`src/idt_pkg.sv`:
```
`timescale 1ns / 1ps
// ----------------------------------------------------------------------------
// idt_pkg
// Shared types and constants of the indent/dedent token generator.
// ----------------------------------------------------------------------------
package idt_pkg;

    // Field widths of the stream payloads
    localparam int TYPE_W      = 16;
    localparam int TAG_W       = 16;
    localparam int IN_WIDTH_W  = 8;
    localparam int IN_TDATA_W  = 40;
    localparam int IN_TUSER_W  = 1;
    localparam int OUT_TDATA_W = 32;
    localparam int OUT_TUSER_W = 3;

    // Configuration port
    localparam int APB_AW = 4;
    localparam int APB_DW = 32;

    // Register indexes (byte address divided by four)
    localparam logic [1:0] REG_NEWLINE_TYPE = 2'd0;
    localparam logic [1:0] REG_INDENT_TYPE  = 2'd1;
    localparam logic [1:0] REG_DEDENT_TYPE  = 2'd2;

    // Register reset values
    localparam logic [TYPE_W-1:0] RST_NEWLINE_TYPE = 16'd0;
    localparam logic [TYPE_W-1:0] RST_INDENT_TYPE  = 16'd1;
    localparam logic [TYPE_W-1:0] RST_DEDENT_TYPE  = 16'd2;

    typedef struct packed {
        logic [TYPE_W-1:0] newline_type;
        logic [TYPE_W-1:0] indent_type;
        logic [TYPE_W-1:0] dedent_type;
    } t_cfg;

    typedef enum logic [2:0] {
        S_IDLE,
        S_INDENT,
        S_DEDENT,
        S_DWAIT,
        S_FLUSH,
        S_FEND
    } t_state;

    // Source of a result loaded into the output register
    typedef enum logic [1:0] {
        EM_TOKEN_IN,
        EM_TOKEN_HELD,
        EM_INDENT,
        EM_DEDENT
    } t_emit;

    typedef struct packed {
        logic  accept;
        logic  emit;
        t_emit src;
        logic  last;
        logic  ovf;
        logic  push;
        logic  pop;
        logic  set_flushed;
    } t_cmd;

    typedef struct packed {
        logic slot_free;
        logic in_eoi;
        logic in_nl;
        logic in_gt;
        logic in_lt;
        logic lvl_gt1;
        logic lvl_eq2;
        logic lvl_full;
        logic flushed;
        logic more;
    } t_status;

endpackage

```
`src/indent_dedent_token_generator.sv`:
```
`timescale 1ns / 1ps
// ----------------------------------------------------------------------------
// indent_dedent_token_generator
// Inserts INDENT and DEDENT tokens into a lexer token stream by the
// offside rule, using a stack of indentation widths.
// ----------------------------------------------------------------------------
// Tokens are handled one at a time. An ordinary token, an end token with
// nothing to flush, or a newline that neither indents nor dedents gives one
// result. A newline that indents gives the newline, then INDENT if the
// stack has room. One that closes k levels gives the newline, then k
// DEDENTs; each further DEDENT waits in S_DWAIT for the registered read of
// the width stack memory. The first end-of-input token flushes one DEDENT
// per open level at one per cycle when the output is free, then passes the
// end token. Results leave through an output register, so a new token is
// taken while the last result is consumed. No clearing pass follows reset.
// ----------------------------------------------------------------------------
module indent_dedent_token_generator #(
    parameter int STACK_DEPTH = 32,
    parameter int WIDTH_BITS  = 8
) (
    input  logic        i_clk,
    input  logic        i_rst_n,
    // slave side: tdata = {token_type[15:0], token_tag[31:16], indent_width[39:32]}
    input  logic        i_s_tvalid,
    output logic        o_s_tready,
    input  logic [39:0] i_s_tdata,
    // tuser = {end_of_input[0]}
    input  logic [0:0]  i_s_tuser,
    // master side: tdata = {out_type[15:0], out_tag[31:16]}
    output logic        o_m_tvalid,
    input  logic        i_m_tready,
    output logic [31:0] o_m_tdata,
    output logic        o_m_tlast,
    // tuser = {generated[0], out_end[1], overflow[2]}
    output logic [2:0]  o_m_tuser,
    // configuration port
    input  logic        psel,
    input  logic        penable,
    input  logic        pwrite,
    input  logic [3:0]  paddr,
    input  logic [31:0] pwdata,
    output logic [31:0] prdata,
    output logic        pready
);
    import idt_pkg::*;

    t_cfg    cfg;
    t_cmd    cmd;
    t_status status;

    idt_regs u_regs (
        .i_clk   (i_clk),
        .i_rst_n (i_rst_n),
        .psel    (psel),
        .penable (penable),
        .pwrite  (pwrite),
        .paddr   (paddr),
        .pwdata  (pwdata),
        .prdata  (prdata),
        .pready  (pready),
        .o_cfg   (cfg)
    );

    idt_ctrl u_ctrl (
        .i_clk      (i_clk),
        .i_rst_n    (i_rst_n),
        .i_s_tvalid (i_s_tvalid),
        .o_s_tready (o_s_tready),
        .i_status   (status),
        .o_cmd      (cmd)
    );

    idt_dpath #(
        .STACK_DEPTH (STACK_DEPTH),
        .WIDTH_BITS  (WIDTH_BITS)
    ) u_dpath (
        .i_clk      (i_clk),
        .i_rst_n    (i_rst_n),
        .i_s_tdata  (i_s_tdata),
        .i_s_tuser  (i_s_tuser),
        .o_m_tvalid (o_m_tvalid),
        .i_m_tready (i_m_tready),
        .o_m_tdata  (o_m_tdata),
        .o_m_tlast  (o_m_tlast),
        .o_m_tuser  (o_m_tuser),
        .i_cfg      (cfg),
        .i_cmd      (cmd),
        .o_status   (status)
    );

`ifndef SYNTHESIS
    // Take a token only when the output register can accept a result
    a_ready_slot: assert property (@(posedge i_clk) disable iff (!i_rst_n)
        o_s_tready |-> (!o_m_tvalid || i_m_tready))
        else $error("token taken while output register is blocked");

    // Overflow only on a passed newline that closes its transaction group
    a_ovf_last: assert property (@(posedge i_clk) disable iff (!i_rst_n)
        (o_m_tvalid && o_m_tuser[2]) |-> (o_m_tlast && !o_m_tuser[0]))
        else $error("overflow flag on a generated or non-final result");

    // A pushed level always starts a pending INDENT
    a_push_indent: assert property (@(posedge i_clk) disable iff (!i_rst_n)
        cmd.push |=> (o_m_tvalid && !o_m_tlast && !o_s_tready))
        else $error("push without a following INDENT");

    // Reset empties the output register
    a_reset_out: assert property (@(posedge i_clk)
        !i_rst_n |=> !o_m_tvalid)
        else $error("output valid after reset");
`endif

endmodule

```
`src/idt_regs.sv`:
```
`timescale 1ns / 1ps
// ----------------------------------------------------------------------------
// idt_regs
// Configuration registers behind an APB-style port: newline, indent and
// dedent type codes.
// ----------------------------------------------------------------------------
module idt_regs (
    input  logic                       i_clk,
    input  logic                       i_rst_n,
    input  logic                       psel,
    input  logic                       penable,
    input  logic                       pwrite,
    input  logic [idt_pkg::APB_AW-1:0] paddr,
    input  logic [idt_pkg::APB_DW-1:0] pwdata,
    output logic [idt_pkg::APB_DW-1:0] prdata,
    output logic                       pready,
    output idt_pkg::t_cfg              o_cfg
);
    import idt_pkg::*;

    t_cfg       r_cfg;
    logic       wr_en;
    logic [1:0] reg_idx;

    assign pready  = 1'b1;
    assign wr_en   = psel && penable && pwrite;
    assign reg_idx = paddr[3:2];

    // Write registers on the access cycle
    always_ff @(posedge i_clk) begin
        if (!i_rst_n) begin
            r_cfg.newline_type <= RST_NEWLINE_TYPE;
            r_cfg.indent_type  <= RST_INDENT_TYPE;
            r_cfg.dedent_type  <= RST_DEDENT_TYPE;
        end else if (wr_en) begin
            case (reg_idx)
                REG_NEWLINE_TYPE: r_cfg.newline_type <= pwdata[TYPE_W-1:0];
                REG_INDENT_TYPE:  r_cfg.indent_type  <= pwdata[TYPE_W-1:0];
                REG_DEDENT_TYPE:  r_cfg.dedent_type  <= pwdata[TYPE_W-1:0];
                default: ;
            endcase
        end
    end

    // Read back
    always_comb begin
        case (reg_idx)
            REG_NEWLINE_TYPE: prdata = APB_DW'(r_cfg.newline_type);
            REG_INDENT_TYPE:  prdata = APB_DW'(r_cfg.indent_type);
            REG_DEDENT_TYPE:  prdata = APB_DW'(r_cfg.dedent_type);
            default:          prdata = '0;
        endcase
    end

    assign o_cfg = r_cfg;

endmodule

```
`src/idt_ctrl.sv`:
```
`timescale 1ns / 1ps
// ----------------------------------------------------------------------------
// idt_ctrl
// Sequencer: decides per token what to emit and steps through indent,
// dedent and end-of-input flush sequences.
// ----------------------------------------------------------------------------
module idt_ctrl (
    input  logic             i_clk,
    input  logic             i_rst_n,
    input  logic             i_s_tvalid,
    output logic             o_s_tready,
    input  idt_pkg::t_status i_status,
    output idt_pkg::t_cmd    o_cmd
);
    import idt_pkg::*;

    t_state r_state;
    t_state n_state;

    // State register
    always_ff @(posedge i_clk) begin
        if (!i_rst_n) begin
            r_state <= S_IDLE;
        end else begin
            r_state <= n_state;
        end
    end

    // Next state and commands
    always_comb begin
        n_state           = r_state;
        o_cmd             = '0;
        o_cmd.src         = EM_TOKEN_IN;
        o_s_tready        = (r_state == S_IDLE) && i_status.slot_free;

        unique case (r_state)
            S_IDLE: begin
                if (i_s_tvalid && o_s_tready) begin
                    o_cmd.accept = 1'b1;
                    priority if (i_status.in_eoi) begin
                        o_cmd.set_flushed = 1'b1;
                        if (!i_status.flushed && i_status.lvl_gt1) begin
                            n_state = S_FLUSH;
                        end else begin
                            o_cmd.emit = 1'b1;
                            o_cmd.last = 1'b1;
                        end
                    end else if (!i_status.in_nl) begin
                        o_cmd.emit = 1'b1;
                        o_cmd.last = 1'b1;
                    end else if (i_status.in_gt) begin
                        o_cmd.emit = 1'b1;
                        if (!i_status.lvl_full) begin
                            o_cmd.push = 1'b1;
                            n_state    = S_INDENT;
                        end else begin
                            o_cmd.ovf  = 1'b1;
                            o_cmd.last = 1'b1;
                        end
                    end else begin
                        o_cmd.emit = 1'b1;
                        if (i_status.lvl_gt1 && i_status.in_lt) begin
                            n_state = S_DEDENT;
                        end else begin
                            o_cmd.last = 1'b1;
                        end
                    end
                end
            end
            S_INDENT: begin
                if (i_status.slot_free) begin
                    o_cmd.emit = 1'b1;
                    o_cmd.src  = EM_INDENT;
                    o_cmd.last = 1'b1;
                    n_state    = S_IDLE;
                end
            end
            S_DEDENT: begin
                if (i_status.slot_free) begin
                    o_cmd.emit = 1'b1;
                    o_cmd.src  = EM_DEDENT;
                    o_cmd.pop  = 1'b1;
                    o_cmd.last = !i_status.more;
                    n_state    = i_status.more ? S_DWAIT : S_IDLE;
                end
            end
            S_DWAIT: begin
                // let the stack read settle on the new level
                n_state = S_DEDENT;
            end
            S_FLUSH: begin
                if (i_status.slot_free) begin
                    o_cmd.emit = 1'b1;
                    o_cmd.src  = EM_DEDENT;
                    o_cmd.pop  = 1'b1;
                    if (i_status.lvl_eq2) begin
                        n_state = S_FEND;
                    end
                end
            end
            S_FEND: begin
                if (i_status.slot_free) begin
                    o_cmd.emit = 1'b1;
                    o_cmd.src  = EM_TOKEN_HELD;
                    o_cmd.last = 1'b1;
                    n_state    = S_IDLE;
                end
            end
            default: begin
                n_state = S_IDLE;
            end
        endcase
    end

endmodule

```
`src/idt_dpath.sv`:
```
`timescale 1ns / 1ps
// ----------------------------------------------------------------------------
// idt_dpath
// Datapath: width stack memory, top-of-stack and level registers, held
// token and the output register.
// ----------------------------------------------------------------------------
module idt_dpath #(
    parameter int STACK_DEPTH = 32,
    parameter int WIDTH_BITS  = 8
) (
    input  logic                            i_clk,
    input  logic                            i_rst_n,
    input  logic [idt_pkg::IN_TDATA_W-1:0]  i_s_tdata,
    input  logic [idt_pkg::IN_TUSER_W-1:0]  i_s_tuser,
    output logic                            o_m_tvalid,
    input  logic                            i_m_tready,
    output logic [idt_pkg::OUT_TDATA_W-1:0] o_m_tdata,
    output logic                            o_m_tlast,
    output logic [idt_pkg::OUT_TUSER_W-1:0] o_m_tuser,
    input  idt_pkg::t_cfg                   i_cfg,
    input  idt_pkg::t_cmd                   i_cmd,
    output idt_pkg::t_status                o_status
);
    import idt_pkg::*;

    localparam int AW = $clog2(STACK_DEPTH);
    localparam int LW = $clog2(STACK_DEPTH + 1);
    localparam int CW = (WIDTH_BITS > IN_WIDTH_W) ? WIDTH_BITS : IN_WIDTH_W;
    localparam logic [CW-1:0] WMAX = CW'((1 << WIDTH_BITS) - 1);

    // Input fields
    logic [TYPE_W-1:0]     in_type;
    logic [TAG_W-1:0]      in_tag;
    logic [IN_WIDTH_W-1:0] in_width;
    logic                  in_eoi;
    logic [CW-1:0]         w_ext;
    logic [WIDTH_BITS-1:0] w_sat;

    assign in_type  = i_s_tdata[15:0];
    assign in_tag   = i_s_tdata[31:16];
    assign in_width = i_s_tdata[39:32];
    assign in_eoi   = i_s_tuser[0];
    assign w_ext    = CW'(in_width);
    assign w_sat    = (w_ext > WMAX) ? WMAX[WIDTH_BITS-1:0] : w_ext[WIDTH_BITS-1:0];

    // Stack state
    logic [WIDTH_BITS-1:0] mem [STACK_DEPTH];
    logic [WIDTH_BITS-1:0] r_rd;
    logic [WIDTH_BITS-1:0] r_top;
    logic [LW-1:0]         r_level;
    logic                  r_flushed;
    logic [AW-1:0]         rd_addr;

    // Held token
    logic [TYPE_W-1:0]     r_type;
    logic [TAG_W-1:0]      r_tag;
    logic                  r_eoi;
    logic [WIDTH_BITS-1:0] r_width;

    assign rd_addr = AW'(r_level - LW'(2));

    // Write pushed widths; read the entry below the top every cycle
    always_ff @(posedge i_clk) begin
        if (i_cmd.push) begin
            mem[r_level[AW-1:0]] <= w_sat;
        end
        r_rd <= mem[rd_addr];
    end

    // Level, top of stack and end-of-input flag
    always_ff @(posedge i_clk) begin
        if (!i_rst_n) begin
            r_level   <= LW'(1);
            r_top     <= '0;
            r_flushed <= 1'b0;
        end else begin
            if (i_cmd.push) begin
                r_level <= r_level + LW'(1);
                r_top   <= w_sat;
            end else if (i_cmd.pop) begin
                r_level <= r_level - LW'(1);
                r_top   <= (r_level == LW'(2)) ? '0 : r_rd;
            end
            if (i_cmd.set_flushed) begin
                r_flushed <= 1'b1;
            end
        end
    end

    // Hold the accepted token
    always_ff @(posedge i_clk) begin
        if (i_cmd.accept) begin
            r_type  <= in_type;
            r_tag   <= in_tag;
            r_eoi   <= in_eoi;
            r_width <= w_sat;
        end
    end

    // Output register
    logic r_ovalid;
    logic [TYPE_W-1:0] r_otype;
    logic [TAG_W-1:0]  r_otag;
    logic r_ogen, r_oend, r_oovf, r_olast;

    always_ff @(posedge i_clk) begin
        if (!i_rst_n) begin
            r_ovalid <= 1'b0;
        end else if (i_cmd.emit) begin
            r_ovalid <= 1'b1;
        end else if (i_m_tready) begin
            r_ovalid <= 1'b0;
        end
    end

    always_ff @(posedge i_clk) begin
        if (i_cmd.emit) begin
            r_olast <= i_cmd.last;
            r_oovf  <= i_cmd.ovf;
            unique case (i_cmd.src)
                EM_TOKEN_IN: begin
                    r_otype <= in_type;
                    r_otag  <= in_tag;
                    r_ogen  <= 1'b0;
                    r_oend  <= in_eoi;
                end
                EM_TOKEN_HELD: begin
                    r_otype <= r_type;
                    r_otag  <= r_tag;
                    r_ogen  <= 1'b0;
                    r_oend  <= r_eoi;
                end
                EM_INDENT: begin
                    r_otype <= i_cfg.indent_type;
                    r_otag  <= '0;
                    r_ogen  <= 1'b1;
                    r_oend  <= 1'b0;
                end
                EM_DEDENT: begin
                    r_otype <= i_cfg.dedent_type;
                    r_otag  <= '0;
                    r_ogen  <= 1'b1;
                    r_oend  <= 1'b0;
                end
            endcase
        end
    end

    assign o_m_tvalid = r_ovalid;
    assign o_m_tdata  = {r_otag, r_otype};
    assign o_m_tlast  = r_olast;
    assign o_m_tuser  = {r_oovf, r_oend, r_ogen};

    // Status toward the sequencer
    assign o_status.slot_free = !r_ovalid || i_m_tready;
    assign o_status.in_eoi    = in_eoi;
    assign o_status.in_nl     = (in_type == i_cfg.newline_type);
    assign o_status.in_gt     = (w_sat > r_top);
    assign o_status.in_lt     = (w_sat < r_top);
    assign o_status.lvl_gt1   = (r_level > LW'(1));
    assign o_status.lvl_eq2   = (r_level == LW'(2));
    assign o_status.lvl_full  = (r_level == LW'(STACK_DEPTH));
    assign o_status.flushed   = r_flushed;
    assign o_status.more      = (r_level > LW'(2)) && (r_width < r_rd);

endmodule

```
`config.mk`:
```
export PLATFORM = sky130hd
export DESIGN_NAME = indent_dedent_token_generator
export DESIGN_NICKNAME = d
export VERILOG_FILES = /design/src/idt_pkg.sv /design/src/indent_dedent_token_generator.sv /design/src/idt_regs.sv /design/src/idt_ctrl.sv /design/src/idt_dpath.sv
export SDC_FILE = /design/constraint.sdc
export NUM_CORES = 1
export LEC_CHECK = 0
export BUFFER_PORTS_ARGS = -buffer_cell sky130_fd_sc_hd__buf_2
export CELL_PAD_IN_SITES_DETAIL_PLACEMENT = 1
export CELL_PAD_IN_SITES_GLOBAL_PLACEMENT = 1
export CORE_UTILIZATION = 52
export CTS_BUF_LIST = sky130_fd_sc_hd__clkbuf_8
export DETAILED_ROUTE_END_ITERATION = 12
export GPL_ROUTABILITY_DRIVEN = 0
export HOLD_SLACK_MARGIN = 0.05
export PLACE_DENSITY = 0.88
export SLEW_MARGIN = 10
export SYNTH_ARGS = -nofsm -noshare
export SYNTH_HDL_FRONTEND = slang
export SYNTH_HIERARCHICAL = 1
export SYNTH_SLANG_ARGS = --single-unit
```
`constraint.sdc`:
```
create_clock -name i_clk -period 4.4 [get_ports i_clk]
set_input_delay 0.88 -clock i_clk [delete_from_list [all_inputs] [get_ports i_clk]]
set_output_delay 0.88 -clock i_clk [all_outputs]
set_load 0.02 [all_outputs]
```
==> summary.md, run 1 <==
| Metric | Value |
|---|---|
| Synthesis warning total | 6 |
| Syn_area_per_cell | 15.10 µm² |
| Total wire length | 46.30 mm |
| Reg-to-Reg End | u_dpath/mem[31][3]$_DFFE_PP_ |
| Largest net degree at the start of global routing | 66 |
| Xor-xnor portion of the synthesized cell area | 1.107% |
| Seq/Total Area, Yosys | 66.06% |
| Crit path kind | primary input to flop |
| Initial DRC Count | 893 |
| FILL cells | 3,150 |
| Largest family of logic cells by synthesized area | multiplexers |
| CP cell instances | buf_2 > ha_1 > nand3_1 > o221ai_1 > a221oi_1 > a31oi_1 > nor2b_1 > nand3_1 > nor2_1 > nand2_1 > nor2_1 |
| Overall Global Routing Usage | 27.32% |
| Type of origin of the critical path | primary input |
| Worst-Skew Late Latency | 590 ps |
| WP data arrival | 4080 ps |
| Post-route cell area | 19,820 µm² |
| Post-Synth Adder-Cell Area | 1.653% |
| Post-DRT Antenna Nets | 0 |
| Hold slack final | 482.3 ps |
| Synth top area share | 57.44% |
| First-pass DRT Iterations | 5 |
| Yosys top cell by area | edfxtp_1 |
| Core area | 32,700 µm² |
| Crit path time final | 3865 ps |
| Multiplexer area fraction after synthesis | 15.70% |
| Die X-Extent | 185.0 µm |
| Reg2reg path depth | 11 |
| Slowest Stage Delay on Critical Path | 720 ps |
| Hold Crit Class | flop to flop |
| Share of layout cells above drive strength 1 | 24.45% |
| Worst R2R Start | u_dpath/r_top[3]$_SDFFE_PN0P_ |
| Total congestion overflow | 0 |
| # Post-CTS Setup Buffers | 0 |
| Met1 Use GR | 33.36% |
| # IOs | 155 |
| GR Util met3 | 4.542% |
| Per-cell routed wire length | 25.48 µm |
| DIE AREA | 34,220 µm² |
| Initial Utilization | 53.24% |
| Most common flop cell mapped by yosys | edfxtp_1 |
| CTS Buf Count | 66 |
| Post-synth ARST share | 0% |
| Required @ worst endpoint | 4620 ps |
| Critical Path End | u_dpath/mem[31][3]$_DFFE_PP_ |
| Cts repair resizes | 0 |
| Worst Max-Slew Pin Slew | 1211 ps |
| Clk sinks | 408 |
| Status | finished clean |
| Worst R2R Setup Slack | 610 ps |
| Unrepaired setup endpoints after global routing | false |
| Crit end category | flop |
| Synth-to-layout area growth | 13.83% |
| Final nets | 1,430 |
| Critical path fanouts, max | 8 |
| EDFF count, synth | 333 |
| Final Skew | 27.12 ps |
| Compound-Gate Fraction of Synth Area | 5.146% |
| Mapped Cells | 1,153 |
| Most used routing layer | met2 |
| Most numerous cell in the Yosys netlist | edfxtp_1 |
| HPWL Detailed | 29.29 mm |
| Synth unique cells | 63 |
| CTS Hold Bufs | 0 |
| Post-Synth Simple-Gate Area | 6.727% |
| CTS max path bufs | 3 |
| Final setup fails | 0 |
| LEAKAGE | 6.961 nW |
| Pins Over Slew Limit | 0 |
| Die height | 185.0 µm |
| Placed Area | 18,560 µm² |
| CTS tree | yes |
| CTS root buffer | clkbuf_8 |
| Clock transition at path regs | 60 ps |
| Worst Setup SP | i_s_tdata[35] |
| Ratio of final minimum period to clock period | 87.84% |
| I/O Buffers | 119 |
| Via-to-Cell Ratio | 5.901 |
| Cell Rows | 66 |
| Initial antenna violation count | 3 |
| Yosys reg bits | 408 |
| Synth cell count leaders | edfxtp_1, mux2i_1, nand2_1, nor2_1, dfxtp_1 |
| IR drop worst, VDD | 0.2483 mV |
| Pwr Density | 425.3 nW/µm² |
| H-tree depth | 3 |
| DRC violations left | 0 |
| Max Clock Freq | 258.7 MHz |
| Area of the mapped netlist | 17,410 µm² |
| CP max-delay cell | nor2_1 |
| Vias in the first global route | 11,730 |
| Final Hold Violating Endpoints | 0 |
| Slew headroom | 19.00% |
| Max cap viols | 0 |
| First-pass GRT wire length | 68.97 mm |
| Met2 Use GR | 48.72% |
| Synth top area cells | edfxtp_1, dfxtp_1, mux2i_1 |
| Vias | 10,720 |
## cells in the final DEF (no fill, tap or decap), types with 16 or more instances in the layout
| cell type | count |
|---|---|
| edfxtp_1 | 333 |
| mux2i_1 | 144 |
| buf_2 | 119 |
| nand2_1 | 92 |
| nor2_1 | 78 |
| dfxtp_1 | 74 |
| clkbuf_8 | 70 |
| buf_4 | 55 |
| inv_1 | 53 |
| a22oi_1 | 48 |
| mux4_2 | 43 |
| o21ai_0 | 22 |
| xnor2_1 | 22 |
| ha_1 | 22 |
| mux2_2 | 17 |
| conb_1 | 17 |
| nor3_1 | 16 |
## final cells by class
cell class | count | area, µm² | share of cell area [%]
diodes | 1 | 2.502 | 0.01263
repair buffers | 175 | 1028 | 5.190
well taps | 442 | 553.0 | 2.791
multi-input cells | 646 | 5386 | 27.18
clock buffers | 70 | 963.4 | 4.862
flip-flops and latches | 408 | 11500 | 58.04
clock inverters | 49 | 282.8 | 1.427
inverters | 26 | 97.59 | 0.4925
## where the power goes
group          internal [W]  total [W]  switching (W)
logic              0.000302   0.000870       0.000568
registers           0.00434    0.00441      0.0000714
clock network       0.00165    0.00315        0.00150
## logic make-up (layout without fill, tap and decap cells)
logic type	after synthesis	count (layout)
AOI/OAI and AO/OA	123	123
xor gates and xnor gates	22	22
adders and majority gates	23	23
buffers and inverters	114	320
DFF	408	408
muxes	209	209
other	2	18
and+or+nand+nor	252	252
## sequential cells by signal, indices dropped and copies added, names as in the netlist
| register | count |
|---|---|
| u_ctrl/r_state | 3 |
| u_dpath/mem | 256 |
| u_dpath/o_m_tlast | 1 |
| u_dpath/o_m_tvalid | 1 |
| u_dpath/r_eoi | 1 |
| u_dpath/r_flushed | 1 |
| u_dpath/r_level | 6 |
| u_dpath/r_oend | 1 |
| u_dpath/r_ogen | 1 |
| u_dpath/r_oovf | 1 |
| u_dpath/r_otag | 16 |
| u_dpath/r_otype | 16 |
| u_dpath/r_rd | 8 |
| u_dpath/r_tag | 16 |
| u_dpath/r_top | 8 |
| u_dpath/r_type | 16 |
| u_dpath/r_width | 8 |
| u_regs/o_cfg | 48 |
## critical path, delay by kind of cell
kind | cells | cell delay, ps
AND/OR/NAND/NOR | 6 | 1940
AO/OA/AOI/OAI | 3 | 800
adder cells (fa/ha/maj) | 1 | 310
buffers and inverters | 1 | 130
## routing by layer
| metal | wire length (µm) | vias to the layer above |
|---|---|---|
| li1 | - | 4707 |
| met1 | 18160 | 5523 |
| met2 | 24430 | 396 |
| met3 | 2480 | 93 |
| met4 | 1217 | 4 |
| met5 | 18 | - |
## metrics by stage
stage | instances | util (%) | setup slack [ps] | setup TNS, ps | total power (W)
final | 1817 | 60.60 | 535.1 | 0 | 0.008428
after global routing | 1817 | 60.60 | 444.7 | 0 | 0.008693
after CTS | 1816 | 60.58 | 546.0 | 0 | 0.008469
after detailed placement | 1697 | 56.76 | -19.30 | -152.6 | 0.005342
after global placement | 1697 | 56.76 | 210.7 | 0 | 0.005290
after floorplan | 1168 | - | 345.9 | 0 | 0.005016
## how the worst min path moves through the flow
| stage | slack, ps | endpoint | depth (start not counted) | from |
|---|---|---|---|---|
| 6_report | 480 | u_regs/o_cfg[3]$_SDFFE_PN0P_ | 2 | u_regs/o_cfg[3]$_SDFFE_PN0P_ |
| 5_1_grt | 470 | u_dpath/r_tag[4]$_DFFE_PP_ | 1 | i_s_tdata[20] |
| 4_1_cts | 460 | u_dpath/r_tag[2]$_DFFE_PP_ | 1 | i_s_tdata[18] |
| 3_5_place_dp | 470 | u_regs/o_cfg[3]$_SDFFE_PN0P_ | 2 | u_regs/o_cfg[3]$_SDFFE_PN0P_ |
| 3_3_place_gp | 460 | u_regs/o_cfg[7]$_SDFFE_PN0P_ | 2 | u_regs/o_cfg[7]$_SDFFE_PN0P_ |
| 2_1_floorplan | 440 | u_dpath/r_flushed$_SDFFE_PN0P_ | 2 | u_dpath/r_flushed$_SDFFE_PN0P_ |
No activity file was read; power rests on OpenSTA's default activity.
==> inputs of run 2 (changes only) <==
- CELL_PAD_IN_SITES_DETAIL_PLACEMENT: 1 -> default
- CELL_PAD_IN_SITES_GLOBAL_PLACEMENT: 1 -> default
- CORE_UTILIZATION: 52 -> 53
- PLACE_DENSITY: 0.88 -> default
- PLACE_DENSITY_LB_ADDON: default -> 0.05
==> run 2 against run 1 <==
Net effect:
- flip-flop and latch count unchanged
- critical path depth up 2
- global-route usage down 4.3 points
- clock skew down 7.6 ps
- hold slack worse by 9.2 ps
- via count down 5.9%
- register-to-register slack better by 390 ps
- die area down 1.9%
- count of clock-buffer cells in the layout up 2
- clock power down 4%
- critical endpoint is now u_dpath/mem[16][1]$_DFFE_PP_
==> summary.md, run 2 (synthesized netlist as in run 1, its figures left out) <==
| Metric | Value |
|---|---|
| Worst R2R Setup Slack | 1000 ps (+390 ps) |
| Max Clock Freq | 285.6 MHz (+10%) |
| First-pass DRT Iterations | 5 (unchanged) |
| Pins Over Slew Limit | 0 (unchanged) |
| Worst-Skew Late Latency | 590 ps (about the same) |
| Cts repair resizes | 0 (unchanged) |
| Worst R2R Start | u_dpath/r_top[3]$_SDFFE_PN0P_ |
| CP max-delay cell | a31oi_1 |
| Slew headroom | 47.98% (+29 points) |
| Total wire length | 37.91 mm (-18%) |
| Ant diodes | 0 (-1) |
| Setup Total Neg Slack | 0 ps (unchanged) |
| Core area | 32,450 µm² (-0.76%) |
| Hold Crit Class | flop to flop |
| Die X-Extent | 183.2 µm (-0.94%) |
| # Post-CTS Setup Buffers | 0 (unchanged) |
| Crit path kind | primary input to flop |
| Unrepaired setup endpoints after global routing | false |
| Pwr Density | 416.4 nW/µm² (-2.1%) |
| Share of layout cells above drive strength 1 | 24.18% (-0.27 points) |
| Hold slack final | 473.1 ps (-9.245 ps) |
| Cell Rows | 66 (unchanged) |
| Clk sinks | 408 (unchanged) |
| Reg2reg path depth | 13 (+2) |
| Critical path fanouts, max | 27 (+19) |
| Clock transition at path regs | 60 ps (about the same) |
| # IOs | 155 (unchanged) |
| CP cell instances | buf_2 > ha_1 > nand3_1 > o221ai_1 > a221oi_1 > a31oi_1 > nor2b_1 > nand3_1 > nor2_1 > buf_4 > nand2_1 > nor2_1 > buf_4 |
| Hold depth | 2 (unchanged) |
| Worst hold endpoint | u_regs/o_cfg[5]$_SDFFE_PN0P_ |
| Vias | 10,090 (-5.9%) |
| LEAKAGE | 6.940 nW (-0.31%) |
| HPWL Detailed | 23.42 mm (-20%) |
| Type of origin of the critical path | primary input |
| Post-DRT Antenna Nets | 0 (unchanged) |
| Crit end category | flop |
| Min-Delay Startpoint | u_regs/o_cfg[5]$_SDFFE_PN0P_ |
| Final cell count without fillers | 1,819 (+0.11%) |
| Commonest non-fill, non-tap cells in the layout | edfxtp_1, mux2i_1, buf_2 |
| Placed cell count | 1,698 (+0.059%) |
| First-pass GRT wire length | 57.73 mm (-16%) |
| Overall Power | 0.008255 W (-2.1%) |
| Status | finished clean |
| Initial antenna violation count | 0 (-3) |
| IR drop worst, VDD | 0.2882 mV (+16%) |
| Reg-to-Reg End | u_dpath/mem[16][1]$_DFFE_PP_ |
| Final Hold Violating Endpoints | 0 (unchanged) |
| Final setup fails | 0 (unchanged) |
| CTS root buffer | clkbuf_8 |
| Per-cell routed wire length | 20.84 µm (-18%) |
| Largest net degree at the start of global routing | 66 (unchanged) |
| Most common cell after layout, fill and taps aside | edfxtp_1 |
| Crit path time final | 3502 ps (-363.3 ps) |
| Die height | 183.2 µm (-0.94%) |
| Initial DRC Count | 719 (-19%) |
| Via-to-Cell Ratio | 5.548 (-6.0%) |
| CTS Buf Count | 67 (+1.5%) |
| Overall Global Routing Usage | 23.03% (-4.3 points) |
| Final Skew | 19.53 ps (-7.589 ps) |
| CTS tree | yes |
| Initial Utilization | 53.64% (+0.41 points) |
| Synth-to-layout area growth | 13.86% (about the same) |
| Fin util | 61.08% (+0.48 points) |
| Total congestion overflow | 0 (unchanged) |
| CTS Hold Bufs | 0 (unchanged) |
| Max cap viols | 0 (unchanged) |
| Vias in the first global route | 10,030 (-15%) |
| Required @ worst endpoint | 4690 ps (+70 ps) |
| DRC violations left | 0 (unchanged) |
| CTS max path bufs | 3 (unchanged) |
| Ratio of final minimum period to clock period | 79.58% (-8.3 points) |
| Slowest Stage Delay on Critical Path | 420 ps (-300 ps) |
| H-tree depth | 3 (unchanged) |
| WP data arrival | 3790 ps (-290 ps) |
| I/O Buffers | 119 (unchanged) |
| Final nets | 1,432 (+0.14%) |
| DIE AREA | 33,580 µm² (-1.9%) |
| Worst Max-Slew Pin Slew | 780.3 ps (-430.2 ps) |
| Number of flip-flops under the largest register name | 256 (unchanged) |
## run 2: cell count changes in the layout (fill, tap and decap cells not counted)
cell        delta
clkinv_1       +7
clkinv_2       -5
inv_1          -3
buf_12         +2
bufinv_16      -2
clkbuf_8       +2
clkinvlp_4     +2
nor2b_1        +2
nor2b_2        -2
buf_4          -1
diode_2        -1
inv_6          +1
## run 2: per-layer routing
metal  up-vias  wire length, µm  GRT usage [%]
li1       4722                -              -
met1      5075            17210          32.81
met2       266            18150          36.61
met3        28             2147          4.587
met4         0              401          5.433
met5         -                0              0
## run 2: power breakdown
part           leakage, nW  switching, W  internal [W]
clock network        0.702       0.00145       0.00157
logic                 2.58      0.000526      0.000307
registers             3.66     0.0000599       0.00434
## run 2: metrics by stage
stage	cell area [µm²]	setup WS (ps)
floorplan	17470	345.9
global placement	18600	399.7
detailed placement	18600	335.6
CTS	19820	942.3
global route	19820	661.4
finish	19820	898.4
## run 2: worst max-delay path by stage
stage / start / end / slack [ps] / cells past startpoint
2_1_floorplan: i_m_tready / u_dpath/mem[28][0]$_DFFE_PP_ / 350 / 9
3_3_place_gp: i_s_tdata[35] / u_dpath/mem[20][0]$_DFFE_PP_ / 400 / 13
3_5_place_dp: i_s_tdata[35] / u_dpath/mem[16][0]$_DFFE_PP_ / 340 / 13
4_1_cts: i_s_tdata[35] / u_dpath/mem[15][2]$_DFFE_PP_ / 940 / 13
5_1_grt: i_s_tdata[35] / u_dpath/mem[20][2]$_DFFE_PP_ / 660 / 13
6_report: i_s_tdata[35] / u_dpath/mem[16][1]$_DFFE_PP_ / 900 / 13
## run 2: layout make-up
class | count | area, µm²
Clock inverter | 49 | 236.5
Sequential cell | 408 | 11500
Timing Repair Buffer | 176 | 1061
Multi-Input combinational cell | 646 | 5381
Tap cell | 442 | 553.0
Fill cell | 2539 | 12630
Clock buffer | 72 | 991.0
Inverter | 26 | 97.59
## run 2: critical path, delay by kind of cell
| kind | cells | cell delay (ps) |
|---|---|---|
| AO/OA/AOI/OAI | 3 | 750 |
| adder cells (fa/ha/maj) | 1 | 300 |
| buffers and inverters | 3 | 630 |
| AND/OR/NAND/NOR | 6 | 1210 |
==> inputs of run 3 (changes only) <==
- clock period: 4.4 -> 2.9 ns (I/O delays scaled with it)
==> run 3 against run 2 <==
Net effect:
- clock power increased by 50%
- core utilization rose by 1.6 points
- count of clock-buffer cells in the layout up 3
- worst setup slack worse by 790 ps
- routed wire length grew 1.9%
- hold slack worse by 270 ps
- final area up 2.6%
- register-to-register slack got worse by 890 ps
- die area stayed put
- non-clock buffer count rose by 10
- global-route usage rose by 0.53 points
==> summary.md, run 3 (synthesized netlist as in run 1, its figures left out) <==
| Metric | Value |
|---|---|
| Status | finished clean |
| Required @ worst endpoint | 3150 ps (-1540 ps) |
| Final setup fails | 0 (unchanged) |
| Crit path time final | 2792 ps |
| H-tree depth | 3 (unchanged) |
| Hold Crit Class | primary input to flop |
| GR Util met3 | 4.428% (-0.16 points) |
| CTS max path bufs | 3 (unchanged) |
| Vias | 10,160 (+0.72%) |
| CTS root buffer | clkbuf_8 |
| Per-cell routed wire length | 21.17 µm (+1.6%) |
| Final cell count without fillers | 1,825 (+0.33%) |
| Clock transition at path regs | 60 ps (about the same) |
| IR drop worst, VDD | 0.3716 mV (+29%) |
| Crit path kind | flop to flop |
| Max cap viols | 0 (unchanged) |
| First-pass DRT Iterations | 5 (unchanged) |
| Sequential cell area | 11,500 µm² (unchanged) |
| DIE AREA | 33,580 µm² (unchanged) |
| Most common cell after layout, fill and taps aside | edfxtp_1 |
| Vias in the first global route | 10,140 (+1.1%) |
| Met1 Use GR | 34.38% (+1.6 points) |
| Placed cell count | 1,706 (+0.47%) |
| Commonest non-fill, non-tap cells in the layout | edfxtp_1, mux2i_1, buf_2 |
| Die X-Extent | 183.2 µm (unchanged) |
| Final nets | 1,442 (+0.70%) |
| FILL cells | 2,465 (-2.9%) |
| LEAKAGE | 7.053 nW (+1.6%) |
| Fin util | 62.68% (+1.6 points) |
| Initial DRC Count | 708 (-1.5%) |
| Post-DRT Antenna Nets | 0 (unchanged) |
| Largest net degree at the start of global routing | 66 (unchanged) |
| Met2 Use GR | 36.02% (-0.59 points) |
| Synth-to-layout area growth | 16.85% |
| Ratio of final minimum period to clock period | 96.27% |
| Number of flip-flops under the largest register name | 256 (unchanged) |
| Core area | 32,450 µm² (unchanged) |
| Critical path fanouts, max | 8 (-70%) |
| Max Clock Freq | 358.2 MHz |
| Area taken by multi-input logic gates | 5732 µm² (+6.5%) |
| CTS Hold Bufs | 0 (unchanged) |
| Overall Power | 0.01255 W (+52%) |
| Worst Max-Slew Pin Slew | 1149 ps (+368.2 ps) |
| Type of origin of the critical path | flop |
| Crit end category | flop |
| Pwr Density | 617.0 nW/µm² (+48%) |
| Clk sinks | 408 (unchanged) |
| DRC violations left | 0 (unchanged) |
| First-pass GRT wire length | 58.68 mm (+1.6%) |
| CTS Buf Count | 67 (unchanged) |
| Worst-Skew Late Latency | 590 ps (about the same) |
| Initial antenna violation count | 1 (+1) |
| Total congestion overflow | 0 (unchanged) |
| Cell Rows | 66 (unchanged) |
| Setup Total Neg Slack | 0 ps (unchanged) |
| Ant diodes | 0 (unchanged) |
| WP data arrival | 3040 ps (-750 ps) |
| I/O Buffers | 119 (unchanged) |
| Overall Global Routing Usage | 23.56% (+0.53 points) |
| Final Hold Violating Endpoints | 0 (unchanged) |
| CTS tree | yes |
| HPWL Detailed | 24.69 mm (+5.4%) |
| Share of layout cells above drive strength 1 | 28.34% (+4.2 points) |
| Die height | 183.2 µm (unchanged) |
| Slew headroom | 23.15% (-25 points) |
| # IOs | 155 (unchanged) |
| Initial Utilization | 53.64% (unchanged) |
| Final Skew | 22.62 ps (+3.090 ps) |
| Via-to-Cell Ratio | 5.569 (+0.39%) |
| Most used routing layer | met2 |
| Total wire length | 38.64 mm (+1.9%) |
| Pins Over Slew Limit | 0 (unchanged) |
==> run 3: cell count changes in the layout (fill, tap and decap cells not counted), sizes merged <==
cell / previous run / this run
clkinvlp: 5 / 2
buf: 176 / 185
inv: 52 / 45
bufinv: 1 / 0
clkbuf: 72 / 76
clkinv: 17 / 21
==> run 3: final timing paths <==
check / end / cells after the start / start / slack, ps
worst max-delay path: u_dpath/mem[6][0]$_DFFE_PP_ / 12 / u_dpath/r_top[2]$_SDFFE_PN0P_ / 110
worst min-delay path: u_dpath/r_tag[15]$_DFFE_PP_ / 1 / i_s_tdata[31] / 200
worst max register to register: u_dpath/mem[6][0]$_DFFE_PP_ / 12 / u_dpath/r_top[2]$_SDFFE_PN0P_ / 110
worst min register to register: u_regs/o_cfg[3]$_SDFFE_PN0P_ / 2 / u_regs/o_cfg[3]$_SDFFE_PN0P_ / 470
==> run 3: per-stage QoR <==
step | hold slack (ps) | cell area [µm²] | setup slack, ps
final | 200.4 | 20340 | 108.2
after CTS | 150.1 | 20220 | 7.166
after floorplan | 440.1 | 17750 | -28.60
after detailed placement | 465.7 | 19010 | -471.2
after global routing | 161.2 | 20340 | -5.719
after global placement | 456.8 | 19010 | -384.6
==> run 3: repair_timing <==
action | 4_1_cts | 5_1_grt
resized for setup | 3 | 14
cloned | 0 | 1
endpoints found under the hold margin | 0 | 0
setup endpoints to repair | 241 | 266
pin swaps | 2 | 8
setup buffers | 0 | 1
==> run 3: area by class of cell <==
class                      count  share of cell area (%)
multi-input combinational    646                   28.18
clock inverter                42                  0.8303
sequential                   408                   56.54
tap                          442                   2.718
inverter                      26                  0.4797
clock buffer                  75                   5.074
timing repair buffer         186                   6.181
==> run 3: routing by layer <==
metal,routed length (µm),part of all wire [%]
met5,8,0.021
met4,661,1.7
met3,1993,5.2
met2,18170,47
met1,17810,46
==> run 3: critical path, cell delays in order, from the launching register on <==
cell and delay, ps:
dfxtp_1 320, inv_2 60, ha_4 270, a21oi_1 70
o221ai_2 190, a221oi_2 100, a31oi_2 280, nor2b_4 240
nand3_2 110, nor2_4 180, buf_12 150, nand2_4 180
nor2_4 310
==> run 3: report_power, final <==
part,internal [W],leakage (nW),switching [W]
registers,0.00658,3.66,0.0000704
logic,0.000518,2.71,0.000863
clock network,0.00236,0.681,0.00216
